[src/lpfp_pkg.sv]
`timescale 1ns / 1ps
// Shared types and constants for the length-prefixed frame parser.
// No dependencies; every other file of the block imports this package.
package lpfp_pkg;

  localparam int HEADER_BYTES = 8;
  localparam int HDR_IDX_W    = $clog2(HEADER_BYTES);
  localparam int QUEUE_DEPTH  = 4;
  localparam int CFG_IDX_W    = 2;

  localparam logic [31:0] MAX_TYPE_RESET   = 32'd1000;
  localparam logic [31:0] MAX_LENGTH_RESET = 32'd8000;

  // Configuration register indexes.
  localparam logic [CFG_IDX_W-1:0] REG_MAX_TYPE   = 2'd0;
  localparam logic [CFG_IDX_W-1:0] REG_MAX_LENGTH = 2'd1;

  // Result kinds.
  localparam logic [1:0] KIND_HEADER     = 2'd0;
  localparam logic [1:0] KIND_PAYLOAD    = 2'd1;
  localparam logic [1:0] KIND_BAD_HEADER = 2'd2;
  localparam logic [1:0] KIND_MID_CLOSE  = 2'd3;

  // Input actions.
  localparam logic ACT_BYTE  = 1'b0;
  localparam logic ACT_CLOSE = 1'b1;

  typedef struct packed {
    logic               action;
    logic [7:0]         data_byte;
    logic signed [63:0] stamp;
  } item_t;

  typedef struct packed {
    logic [1:0]         kind;
    logic [31:0]        msg_type;
    logic [31:0]        msg_length;
    logic [7:0]         payload_byte;
    logic               last;
    logic signed [63:0] out_stamp;
  } result_t;

endpackage

[src/lpfp_front.sv]
`timescale 1ns / 1ps
// Front end: accepts stream words, gathers headers, checks limits and
// produces at most one result per word. Depends on lpfp_pkg.
module lpfp_front (
  input  logic                            clk,
  input  logic                            rst,
  input  logic                            push,
  output logic                            full,
  input  lpfp_pkg::item_t                 item,
  input  logic                            cfg_valid,
  output logic                            cfg_ready,
  input  logic [lpfp_pkg::CFG_IDX_W-1:0]  cfg_index,
  input  logic [31:0]                     cfg_data,
  input  logic                            q_full,
  output logic                            res_valid,
  output lpfp_pkg::result_t               res
);
  import lpfp_pkg::*;

  logic [31:0]          max_type;
  logic [31:0]          max_length;
  logic [63:0]          hdr_shift;
  logic [63:0]          hdr_shift_next;
  logic [HDR_IDX_W-1:0] hdr_count;
  logic [HDR_IDX_W-1:0] hdr_count_next;
  logic                 in_payload;
  logic                 in_payload_next;
  logic [31:0]          bytes_left;
  logic [31:0]          bytes_left_next;
  logic                 cancelled;
  logic                 cancelled_next;
  logic                 accept;
  logic [31:0]          cur_type;
  logic [31:0]          cur_len;
  logic [31:0]          new_type;
  logic [31:0]          new_len;
  logic [31:0]          left_dec;

  assign full      = q_full;
  assign accept    = push && !q_full;
  assign cfg_ready = 1'b1;
  assign cur_type  = hdr_shift[31:0];
  assign cur_len   = hdr_shift[63:32];
  assign new_type  = hdr_shift_next[31:0];
  assign new_len   = hdr_shift_next[63:32];
  assign left_dec  = (bytes_left != 32'd0) ? bytes_left - 32'd1 : 32'd0;

  // Byte lane i takes the new byte when the count points at it; a fresh
  // header (count zero) clears the lanes left over from the last frame.
  always_comb begin
    for (int i = 0; i < HEADER_BYTES; i++) begin
      if (hdr_count == i[HDR_IDX_W-1:0]) begin
        hdr_shift_next[8*i +: 8] = item.data_byte;
      end else if (hdr_count == '0) begin
        hdr_shift_next[8*i +: 8] = 8'd0;
      end else begin
        hdr_shift_next[8*i +: 8] = hdr_shift[8*i +: 8];
      end
    end
  end

  always_comb begin
    res_valid        = 1'b0;
    res.kind         = KIND_HEADER;
    res.msg_type     = cur_type;
    res.msg_length   = cur_len;
    res.payload_byte = 8'd0;
    res.last         = 1'b1;
    res.out_stamp    = item.stamp;
    hdr_count_next   = hdr_count;
    in_payload_next  = in_payload;
    bytes_left_next  = bytes_left;
    cancelled_next   = cancelled;
    if (item.action == ACT_CLOSE) begin
      if (!cancelled && (in_payload || hdr_count != '0)) begin
        res_valid = 1'b1;
        res.kind  = KIND_MID_CLOSE;
        if (!in_payload) begin
          res.msg_type   = 32'd0;
          res.msg_length = 32'd0;
        end
      end
      hdr_count_next  = '0;
      in_payload_next = 1'b0;
      bytes_left_next = 32'd0;
      cancelled_next  = 1'b0;
    end else if (cancelled) begin
      res_valid = 1'b0;
    end else if (in_payload) begin
      res_valid        = 1'b1;
      res.kind         = KIND_PAYLOAD;
      res.payload_byte = item.data_byte;
      res.last         = (left_dec == 32'd0);
      bytes_left_next  = left_dec;
      in_payload_next  = (left_dec != 32'd0);
    end else if (hdr_count == HDR_IDX_W'(HEADER_BYTES - 1)) begin
      res_valid      = 1'b1;
      res.msg_type   = new_type;
      res.msg_length = new_len;
      hdr_count_next = '0;
      if (new_type > max_type || new_len > max_length) begin
        res.kind       = KIND_BAD_HEADER;
        cancelled_next = 1'b1;
      end else begin
        res.last        = (new_len == 32'd0);
        in_payload_next = (new_len != 32'd0);
        bytes_left_next = new_len;
      end
    end else begin
      hdr_count_next = hdr_count + 1'b1;
    end
  end

  always_ff @(posedge clk) begin
    if (rst) begin
      max_type   <= MAX_TYPE_RESET;
      max_length <= MAX_LENGTH_RESET;
      hdr_shift  <= 64'd0;
      hdr_count  <= '0;
      in_payload <= 1'b0;
      bytes_left <= 32'd0;
      cancelled  <= 1'b0;
    end else begin
      if (cfg_valid && cfg_ready) begin
        case (cfg_index)
          REG_MAX_TYPE:   max_type   <= cfg_data;
          REG_MAX_LENGTH: max_length <= cfg_data;
          default:        ;
        endcase
      end
      if (accept) begin
        if (item.action == ACT_BYTE && !cancelled && !in_payload) begin
          hdr_shift <= hdr_shift_next;
        end
        hdr_count  <= hdr_count_next;
        in_payload <= in_payload_next;
        bytes_left <= bytes_left_next;
        cancelled  <= cancelled_next;
      end
    end
  end

endmodule

[src/lpfp_queue.sv]
`timescale 1ns / 1ps
// Short result queue between the front end and the output stage.
// Depends on lpfp_pkg for the result type.
module lpfp_queue #(
  parameter int DEPTH = lpfp_pkg::QUEUE_DEPTH
) (
  input  logic              clk,
  input  logic              rst,
  input  logic              wr_en,
  input  lpfp_pkg::result_t wr_data,
  output logic              q_full,
  input  logic              rd_en,
  output logic              q_valid,
  output lpfp_pkg::result_t rd_data
);
  import lpfp_pkg::*;

  localparam int PTR_W = (DEPTH > 1) ? $clog2(DEPTH) : 1;
  localparam int CNT_W = $clog2(DEPTH + 1);

  result_t    entries [DEPTH];
  logic [PTR_W-1:0] wr_ptr;
  logic [PTR_W-1:0] rd_ptr;
  logic [CNT_W-1:0] count;
  logic             do_wr;
  logic             do_rd;

  assign q_full  = (count == CNT_W'(DEPTH));
  assign q_valid = (count != '0);
  assign do_wr   = wr_en && !q_full;
  assign do_rd   = rd_en && q_valid;
  assign rd_data = entries[rd_ptr];

  always_ff @(posedge clk) begin
    if (do_wr) begin
      entries[wr_ptr] <= wr_data;
    end
  end

  always_ff @(posedge clk) begin
    if (rst) begin
      wr_ptr <= '0;
      rd_ptr <= '0;
      count  <= '0;
    end else begin
      if (do_wr) begin
        wr_ptr <= (wr_ptr == PTR_W'(DEPTH - 1)) ? '0 : wr_ptr + 1'b1;
      end
      if (do_rd) begin
        rd_ptr <= (rd_ptr == PTR_W'(DEPTH - 1)) ? '0 : rd_ptr + 1'b1;
      end
      if (do_wr && !do_rd) begin
        count <= count + 1'b1;
      end else if (do_rd && !do_wr) begin
        count <= count - 1'b1;
      end
    end
  end

endmodule

[src/lpfp_back.sv]
`timescale 1ns / 1ps
// Output stage: holds the oldest result word on the ports until popped
// and refills from the result queue. Depends on lpfp_pkg.
module lpfp_back (
  input  logic              clk,
  input  logic              rst,
  input  logic              q_valid,
  input  lpfp_pkg::result_t q_data,
  output logic              q_rd,
  output logic              empty,
  input  logic              pop,
  output lpfp_pkg::result_t result
);
  import lpfp_pkg::*;

  logic    out_valid;
  result_t out_reg;

  // Refill whenever the register is free or is being emptied this cycle.
  assign q_rd   = q_valid && (!out_valid || pop);
  assign empty  = !out_valid;
  assign result = out_reg;

  always_ff @(posedge clk) begin
    if (q_rd) begin
      out_reg <= q_data;
    end
  end

  always_ff @(posedge clk) begin
    if (rst) begin
      out_valid <= 1'b0;
    end else if (q_rd) begin
      out_valid <= 1'b1;
    end else if (pop) begin
      out_valid <= 1'b0;
    end
  end

endmodule

[src/length_prefixed_frame_parser_core.sv]
`timescale 1ns / 1ps
// Length-prefixed frame parser. One stream word is taken per cycle while
// the result queue has room; its result is queued at the accepting edge
// and is loaded into the output register once that register is free or
// being popped. The front end computes each word's result combinationally,
// so only a full queue holds the input. Synchronous reset clears parse state,
// queue and output; limits return to their defaults.
module length_prefixed_frame_parser_core #(
  parameter int QUEUE_DEPTH = lpfp_pkg::QUEUE_DEPTH
) (
  input  logic                           clk,
  input  logic                           rst,
  input  logic                           push,
  output logic                           full,
  input  lpfp_pkg::item_t                item,
  output logic                           empty,
  input  logic                           pop,
  output lpfp_pkg::result_t              result,
  input  logic                           cfg_valid,
  output logic                           cfg_ready,
  input  logic [lpfp_pkg::CFG_IDX_W-1:0] cfg_index,
  input  logic [31:0]                    cfg_data
);
  import lpfp_pkg::*;

  logic    q_full;
  logic    res_valid;
  result_t res;
  logic    q_valid;
  logic    q_rd;
  result_t q_data;

  lpfp_front u_front (
    .clk       (clk),
    .rst       (rst),
    .push      (push),
    .full      (full),
    .item      (item),
    .cfg_valid (cfg_valid),
    .cfg_ready (cfg_ready),
    .cfg_index (cfg_index),
    .cfg_data  (cfg_data),
    .q_full    (q_full),
    .res_valid (res_valid),
    .res       (res)
  );

  lpfp_queue #(
    .DEPTH (QUEUE_DEPTH)
  ) u_queue (
    .clk     (clk),
    .rst     (rst),
    .wr_en   (res_valid && push && !full),
    .wr_data (res),
    .q_full  (q_full),
    .rd_en   (q_rd),
    .q_valid (q_valid),
    .rd_data (q_data)
  );

  lpfp_back u_back (
    .clk     (clk),
    .rst     (rst),
    .q_valid (q_valid),
    .q_data  (q_data),
    .q_rd    (q_rd),
    .empty   (empty),
    .pop     (pop),
    .result  (result)
  );

endmodule

[config.mk]
export PLATFORM = sky130hd
export DESIGN_NAME = length_prefixed_frame_parser_core
export DESIGN_NICKNAME = d
export VERILOG_FILES = /design/src/lpfp_pkg.sv /design/src/lpfp_front.sv /design/src/lpfp_queue.sv /design/src/lpfp_back.sv /design/src/length_prefixed_frame_parser_core.sv
export SDC_FILE = /design/constraint.sdc
export NUM_CORES = 1
export LEC_CHECK = 0
export BUFFER_PORTS_ARGS = -buffer_cell sky130_fd_sc_hd__buf_2
export CAP_MARGIN = 20
export CORE_UTILIZATION = 55
export DETAILED_ROUTE_END_ITERATION = 7
export GPL_TIMING_DRIVEN = 0
export MAX_ROUTING_LAYER = met4
export PLACE_DENSITY = 0.85
export SLEW_MARGIN = 0
export SYNTH_ARGS = -nofsm -noshare
export SYNTH_HDL_FRONTEND = slang
export SYNTH_SLANG_ARGS = --single-unit
[constraint.sdc]
create_clock -name clk -period 14 [get_ports clk]
set_input_delay 1.4 -clock clk [delete_from_list [all_inputs] [get_ports clk]]
set_output_delay 1.4 -clock clk [all_outputs]
set_load 0.01 [all_outputs]
After elaboration in Yosys (flattened, before gate mapping):

Memory sizes are Yosys's and may differ from the RTL's. A register that Yosys moved wholly into a read port is not among the register bits.
Index checks and enable logic that the tools add are counted.

* $add $sub $neg: 6
* order comparisons: 2
* eq/ne operators: 14
* muxes and demuxes: 61
* bitwise gates (word level): 1
* reductions and logical operators: 38

Operators with widths (number)
* $mux W66: 3
* $mux W32: 6
* $mux W64: 2
* $mux W8: 16
* $reduce_bool A32 Y1: 3
* $mux W75: 1
* $gt A32 B32 Y1: 2
* $logic_not A32 Y1: 2
* $sub A32 B1 Y32 const B: 1
* $mux W1: 22
* $mux W3: 6
* $eq A3 B3 Y1 const B: 5
* $logic_and A1 B1 Y1: 11
* $mux W9: 1
* $reduce_bool A3 Y1: 3
* $mux W2: 4
* $reduce_and A2 Y1: 4
* $add A3 B1 Y3 const B: 2
* $eq A3 B2 Y1 const B: 2
* $logic_not A1 Y1: 6
* $add A2 B1 Y2 const B: 2
* $eq A2 B2 Y1 const B: 2
* $ne A2 B2 Y1 const B: 2
* $reduce_and A4 Y1: 1
* 10 further kinds: 13

* register bits after elaboration: 173
* RAM bits: 556
* output and inout bits: 142
* logic and storage cells: 134
* memories kept: 1

Memory list
* u_queue.entries: words 4, bits a word 139, read ports 1, clocked after Yosys merged registers in 1, wr ports 1, line lpfp_queue.sv:21 `result_t entries [DEPTH];`

Longest topological paths before layout:

Gate-level depths: netlist (run 1).

* word-level depth: 12
* depth in mapped cells: 18
* mapped depth without buffers: 15

Modules after synthesis:

From an unflattened synthesis (run 1), not the netlist that was laid out.

* cell total of the unflattened synthesis: 2483
* area, all modules: 36023.3 um2

By module, submodules not included
* lpfp_queue: times used 1, cells an instance 776, area an instance 20538.4 um2, seq. area each 16876.2 um2
* lpfp_front: times used 1, cells an instance 1561, area an instance 11257.0 um2, seq. area each 3303.2 um2
* lpfp_back: times used 1, cells an instance 145, area an instance 4219.0 um2, seq. area each 4194.0 um2
* length_prefixed_frame_parser_core: times used 1, cells an instance 1, area an instance 8.8 um2, seq. area each 0.0 um2

Worst setup path after synthesis (run 1):

OpenSTA, ideal clock, no wires.

* kind: in2reg
* from: input pop
* to: register u_queue.count[2]
* setup time: 70 ps
* arrival time: 10158 ps
* data required time: 13930 ps
* setup slack: 3772 ps
* stages: 9
* buffers on the path: 0
* path through: inv_1 a21oi_1 inv_1 ha_1 inv_1 fa_1 xor2_1 or3_1 a21oi_1

* cells in the longest elaborated chain, start to end: 6
* elaborated cells on any way between the ends: 8
* classes of those cells: mux (1); reduce/logical (7)

Ends and longest elaborated chain
* start: declaration: line length_prefixed_frame_parser_core.sv:17 `input logic pop,`
* $logic_or A1 B1 Y1 *: line lpfp_back.sv:20 `assign q_rd = q_valid && (!out_valid || pop);`
* $logic_and A1 B1 Y1 *: line lpfp_back.sv:20
* named net q_rd: line length_prefixed_frame_parser_core.sv:30 `logic q_rd;`
* $logic_and A1 B1 Y1 *: line lpfp_queue.sv:31 `assign do_rd = rd_en && q_valid;`
* $logic_not A1 Y1: line lpfp_queue.sv:52 `if (do_wr && !do_rd) begin`
* $logic_and A1 B1 Y1: line lpfp_queue.sv:52
* $mux W3 or $reduce_bool A2 Y1 (tied branches)
* end signal: assignment: line lpfp_queue.sv:53 `count <= count + 1'b1;`
* end signal: assignment: line lpfp_queue.sv:55 `count <= count - 1'b1;`
* end: declaration: line lpfp_queue.sv:24 `logic [CNT_W-1:0] count;`

Mark *: on every way through the listed nets, which the timed path passes. The rest lies on a longest branch.
A chain may end at the register's enable or synchronous reset.

==> results of run 1 <==
[power breakdown]
part | leakage [nW] | total (mW) | internal (mW) | switching (mW)
Clock | 1.47 | 2.41 | 1.41 | 0.999
Sequential | 7.86 | 3.35 | 3.21 | 0.134
Combinational | 5.15 | 1.70 | 0.670 | 1.03
[Yosys cell counts (19+ instances only)]
library cell	number
nand2_1	235
ha_1	77
nor2_1	140
nor3_1	54
o21ai_0	83
buf_1	30
dfxtp_1	173
clkbuf_1	96
inv_1	130
mux4_2	139
a22o_1	19
edfxtp_1	695
a21oi_1	114
a22oi_1	39
nand4_1	21
a211oi_1	58
[cell families (layout without fill, tap and decap cells)]
logic type | count (synthesis) | count (layout)
DFF | 868 | 868
muxes | 156 | 156
buffers and inverters | 273 | 696
AOI/OAI and AO/OA | 402 | 402
adders and majority gates | 78 | 78
xor gates and xnor gates | 24 | 24
other | 1 | 5
and+or+nand+nor | 586 | 586
[layout by cell type, fill, tap and decap left out, types with 14 or more instances in the layout]
cell type,Yosys,layout
mux4_2,139,139
dfxtp_1,173,173
a22oi_1,39,39
inv_1,130,130
mux2i_1,15,15
nor4_1,14,14
ha_1,77,77
o211ai_1,17,17
clkbuf_1,96,107
clkbuf_16,0,91
o21ai_0,83,83
nand4_1,21,21
xnor2_1,14,14
buf_1,30,30
nand2_1,235,235
clkinv_1,1,15
a22o_1,19,19
nor2_1,140,140
o22ai_1,15,15
nor3_1,54,54
edfxtp_1,695,695
a21oi_1,114,113
buf_2,6,250
clkinv_2,0,18
nand3_1,18,18
a211oi_1,58,58
nor2b_1,18,18
[per-stage QoR]
stage               total power [mW]  cell area, um^2  setup WS [ns]  setup TNS, ns
detailed placement              5.06            38000           8.08              0
global placement                5.04            37600          -2.61          -9.05
finish                          7.46            41000           7.92              0
global route                    7.71            41000           7.52              0
floorplan                       4.43            35300           3.77              0
CTS                             7.49            41000           8.06              0
[worst max-delay path, cell delays in order, from the launching register on]
cell       delay (ns)
dfxtp_1          0.36
inv_1            0.10
ha_1             0.40
nor2b_1          0.18
clkbuf_1         0.44
clkbuf_1         0.74
nor2_1           0.34
a22oi_1          0.36
inv_1            0.13
ha_1             0.30
nand4_1          0.15
nor4_2           0.41
inv_1            0.08
o2111ai_1        0.31
a221oi_2         0.19
a21oi_2          0.31
a21oi_1          0.11
a311oi_1         0.83
[layout make-up]
type	count	area share, %
Antenna cell	4	0.0244
Clock inverter	52	1.37
Inverter	131	1.20
Multi-Input combinational cell	1247	24.2
Timing Repair Buffer	262	3.93
Tap cell	846	2.58
Clock buffer	109	5.89
Buffer	142	1.45
Sequential cell	868	59.3
[metal layers]
metal  global-route usage, %  part of all wire, %  up-vias
met3                    4.91                  7.8      209
met2                    48.9                   50     1182
met1                    38.0                   39    11200
met4                    10.9                  3.6        0
li1                        -                    -     9800
met5                       -                    0        -
[state kept, by name (all words and copies together) (netlist names)]
signal	cells
u_front.cancelled	1
u_queue.entries	556
u_front.bytes_left	32
u_queue.rd_ptr	2
u_back.out_valid	1
u_front.max_length	32
u_back.result	139
u_front.in_payload	1
u_front.max_type	32
u_queue.wr_ptr	2
u_front.hdr_count	3
u_queue.count	3
u_front.hdr_shift	64
[path summary, 6_finish.rpt]
path	end	slack (ns)	depth (start not counted)
worst max-delay path	u_queue.entries[0][138]	7.92	17
worst min-delay path	u_front.max_length[26]	0.46	2
worst max register to register	u_queue.entries[0][138]	7.92	17
worst min register to register	u_front.max_length[26]	0.46	2
==> impl_results.md, run 1 <==
- Synthesis-stage register bit count: 868
- P per Cell Area: 182 nW/um^2
- HP Start: u_front.max_length[26]
- Core area: 63300 um^2
- Die X: 255 um
- Worst Tran Pin Value: 1.20 ns
- Setup bufs post-CTS: 0
- Gpl congestion: 0.958
- Clock tree from TritonCTS: built
- CTS buffer count: 87
- WP data arrival: 6.37 ns
- Hold Path Class: reg -> reg
- Synth Area in Compound Gates: 7.31%
- Drt wl/cell: 26.0 um
- Netlist cell types: 80
- Crit Path Max Fanout: 10
- Post-route DRC: 0
- PortBufs: 243
- DR pass1 iterations: 6
- WS Path Type: reg -> reg
- Peak VDD IR: 0.000108 V
- Largest net degree at the start of global routing: 55
- Mux cell area share after synthesis: 9.35%
- P_leak: 14.5 nW
- DIE AREA: 65200 um^2
- Post-route insts no fill: 3661
- Max-slew violation count: 0
- FMAX: 0.164 GHz
- Share of layout cells above drive strength 1: 21.1%
- Post-synthesis sequential area ratio: 68.9%
- Yosys Warn Count: 0
- Clock root buffer: clkbuf_16
- Max-slew headroom: 19.5%
- Syn Std Cell Area: 35300 um^2
- H-Tree Depth: 3
- DRT antenna net count: 0
- CTS Sinks: 868
- Leading area contributor after synthesis: edfxtp_1
- WHS: 0.455 ns
- Final Hold Viols: 0
- Number of fill cells: 4392
- Initial antenna violation count: 4
- Asr flop ratio synth: 0%
- First-pass GRT wire length: 142000 um
- Area grow syn2layout: 16.1%
- Gr ovfl total: 0
- Clk slew on worst S/H paths: 0.06 ns
- Synth area leaders: edfxtp_1 (59%), dfxtp_1 (9.8%), mux4_2 (8.9%), ha_1 (2.7%), nand2_1 (2.5%)
- XOR/XNOR share of the synthesized area: 0.595%
- EDFF count, synth: 695
- Vias in the first global route: 22400
- Setup Viol. Count Final: 0
- Simple-gate share of the synthesized area: 7.99%
- Final Core Density: 64.8%
- Mean Syn Cell Area: 14.8 um^2
- Register area: 24300 um^2
- Post-Syn Instances: 2388
- Die height: 255 um
- RSZ-0062 raised after global routing: no
- Tmin final: 6.08 ns
- Largest family of logic cells by synthesized area: multiplexers
- Dpl cells: 3493
- Post-CTS Hold Fix Bufs: 0
- Synthesized net count: 2578
- Worst Setup End Kind: register
- Adder-cell share of the synthesized area: 2.78%
- Io pins: 254
- Area of the multi-input gates: 9930 um^2
- Vias post-DR: 22400
- Startpoint Class: register
- Worst setup path startpoint: u_front.hdr_count[0]
- Detailed placement HPWL: 62700 um
- Max-Cap Viols: 0
- Clk buf depth: 3
- Worst r2r src: u_front.hdr_count[0]
- Period utilisation layout: 43.4%
- Post-synth top area share: 59.1%
- Most used DFF post-synth: edfxtp_1
- Outcome: finished clean
- Drt via density: 6.12
- Gr usage total: 30.0%
- Row Count: 92
- Total routed wirelength: 95300 um
- DR iter-0 viols: 2470
- # nets final: 2929
- Skew-Pair Late Insertion Delay: 0.64 ns
- Clock Skew: 0.0291 ns
- Req. time, crit path: 14.29 ns
- Post-CTS sizing: 0
- Initial core utilization: 55.8%
No activity file was read; power rests on OpenSTA's default activity.
==> inputs of run 2 (changes only) <==
ABC_AREA = 1   (was unset)
CORE_UTILIZATION = 54   (was 55)
PLACE_DENSITY = 0.86   (was 0.85)
clock period = 5.5 ns   (was 14 ns; I/O delays follow)
==> run 2 against run 1 <==
Effect of this change: the run now ends with DRC left; count of clock-buffer cells in the layout increased by 6; fmax up 36%; clock skew increased by 0.0036 ns; clock power rose by 150%; utilization is 0.97 points lower; power rose to 2.5 times the previous value; hold slack lost 0.34 ns; combinational power increased to 2.7 times the previous value; register-to-register slack worse by 6.9 ns; final area increased by 2.7%; critical path type unchanged; largest cell class unchanged.
==> impl_results.md, run 2 <==
- Outcome: finished, violations left
- Failing checks: DRC
- Synth cell count leaders: edfxtp_1 (695), o21ai_0 (563), nor2_1 (397), a21oi_1 (255), nand2_1 (242)
- FMAX: 0.223 GHz
- DR iter-0 viols: 3563
- CTS Sinks: 868
- WS Path Type: reg -> reg
- Final Hold Viols: 0
- Synthesis-stage register bit count: 868
- Leading area contributor after synthesis: edfxtp_1
- Final Core Density: 63.8%
- H-Tree Depth: 3
- Gpl congestion: 1.02
- Synthesized net count: 3441
- WP data arrival: 5.04 ns
- Syn Std Cell Area: 36200 um^2
- Peak VDD IR: 0.000344 V
- Max-Cap Viols: 0
- Skew-Pair Late Insertion Delay: 0.65 ns
- Initial antenna violation count: 9
- DRT antenna net count: 0
- Total routed wirelength: 99600 um
- Max-slew headroom: 24.5%
- P per Cell Area: 452 nW/um^2
- Netlist cell types: 45
- Synth area leaders: edfxtp_1 (58%), dfxtp_1 (9.6%), o21ai_0 (7.8%), nor2_1 (4.1%), a21oi_1 (3.5%)
- Share of layout cells above drive strength 1: 13.6%
- Post-Syn Instances: 3251
- CTS buffer count: 86
- Clock Skew: 0.0326 ns
- Post-route DRC: 44
- Vias post-DR: 27300
- Post-CTS Hold Fix Bufs: 0
- WHS: 0.119 ns
- Drt wl/cell: 21.8 um
- Clock tree from TritonCTS: built
- Period utilisation layout: 81.6%
- Asr flop ratio synth: 0%
- Row Count: 94
- Tmin final: 4.49 ns
- Startpoint Class: register
- Most common cell after layout, fill and taps aside: edfxtp_1
- EDFF count, synth: 695
- Worst Setup End Kind: register
- Worst Tran Pin Value: 1.13 ns
- Gate power share: 24.3%
- Power share of the clock group: 31.5%
- Clk slew on worst S/H paths: 0.06 ns
- DR pass1 iterations: 8
- Mean Syn Cell Area: 11.1 um^2
- Vias in the first global route: 25200
- Max-slew violation count: 0
- Setup TNS: 0 ns
- Gr ovfl total: 0
- Most frequent cells in the layout: edfxtp_1 (695), o21ai_0 (563), nor2_1 (393), buf_2 (270), a21oi_1 (254)
- Flop pwr share: 44.1%
- Initial core utilization: 54.8%
- Crit Path Max Fanout: 10
- Setup Viol. Count Final: 0
- Number of fill cells: 4881
- Max FFs per register: 556
- Die height: 261 um
- Gr usage total: 29.5%
- PortBufs: 251
- Clock root buffer: clkbuf_16
- P_leak: 15.4 nW
- Post-CTS sizing: 0
- Drt via density: 5.97
- Hold Path Class: in -> reg
- Post-synthesis sequential area ratio: 67.3%
- Area grow syn2layout: 16.4%
- P_sw: 5.97 mW
- Sw Share: 31.4%
- Detailed placement HPWL: 68400 um
- Core area: 66000 um^2
- Yosys Warn Count: 0
- DIE AREA: 68000 um^2
- Most flop-heavy register: u_queue.entries
- # nets final: 3809
- Setup bufs post-CTS: 0
- Most used DFF post-synth: edfxtp_1
- RSZ-0062 raised after global routing: no
- Largest net degree at the start of global routing: 32
- Top-count cell post-synth: edfxtp_1
- Req. time, crit path: 6.05 ns
- Die X: 261 um
- Clk buf depth: 3
- Register area: 24300 um^2
- Io pins: 254
- Pint: 13.0 mW
- First-pass GRT wire length: 147000 um
- Post-synth top area share: 57.7%
- Area of the multi-input gates: 10200 um^2
[run 2: worst max-delay path, stage by stage, from the launching register on]
cell,delay [ns]
dfxtp_1,0.34
inv_1,0.13
ha_1,0.16
buf_2,0.24
nand2_2,0.16
buf_2,0.24
buf_2,0.22
nand3_1,0.09
o21ai_0,0.30
ha_1,0.44
nand4_1,0.14
nor4_1,0.64
nand2_1,0.13
nand2_1,0.09
nand2_1,0.12
nand2_1,0.23
nand2_2,0.15
nand2_2,0.16
buf_4,0.20
nand2_1,0.07
a21oi_1,0.14
[run 2: cells by family (layout without fill, tap and decap cells)]
logic type / after synthesis / after routing / synth area share, %
adder cells (fa/ha/maj): 78 / 78 / 2.72
other: 1 / 11 / 0.0104
buffers and inverters: 432 / 871 / 4.64
flip-flops: 868 / 868 / 67.3
AO/OA/AOI/OAI: 1044 / 1044 / 15.4
XOR/XNOR: 6 / 6 / 0.145
AND/OR/NAND/NOR: 822 / 822 / 9.78
[run 2: final timing paths]
kind                            endpoint  slack, ns  cells past startpoint                    from
setup / recovery  u_front.bytes_left[10]       1.01                     20    u_front.hdr_count[0]
hold / removal     u_queue.entries[3][8]       0.12                      1                 item[8]
setup reg to reg  u_front.bytes_left[10]       1.01                     20    u_front.hdr_count[0]
hold reg to reg   u_front.max_length[26]       0.47                      2  u_front.max_length[26]
[run 2: layout make-up]
type / instances / share of cell area (%)
Sequential cell: 868 / 57.8
Tap cell: 864 / 2.57
Inverter: 241 / 2.15
Antenna cell: 10 / 0.0594
Clock buffer: 115 / 5.59
Buffer: 191 / 1.84
Timing Repair Buffer: 280 / 4.49
Clock inverter: 44 / 1.30
Multi-Input combinational cell: 1951 / 24.2
[run 2: stage by stage]
stage	instances	total power, mW	instance area [um^2]	setup WS (ns)
after floorplan	3251	11.1	36200	-0.0674
after global placement	4366	12.8	38500	-3.10
after detailed placement	4395	13.1	39200	1.32
after CTS	4554	19.0	42100	1.23
after global routing	4562	19.7	42100	0.873
final	4564	19.0	42100	1.01
[run 2: metal layers]
metal	up-vias	track usage, %	wire length, um
met5	-	-	0
met2	1637	46.0	46800
met1	12900	38.8	38600
met4	0	10.6	3590
met3	235	5.48	10600
li1	12400	-	-
[run 2: power groups by stage]
| stage | Sequential [mW] | Clock [mW] | Combinational [mW] |
|---|---|---|---|
| finish | 8.39 | 6.00 | 4.62 |
| global route | 8.46 | 6.28 | 5.00 |
| CTS | 8.40 | 6.03 | 4.57 |
| detailed placement | 8.53 | 0 | 4.52 |
| global placement | 8.61 | 0 | 4.22 |
| floorplan | 8.85 | 0 | 2.20 |
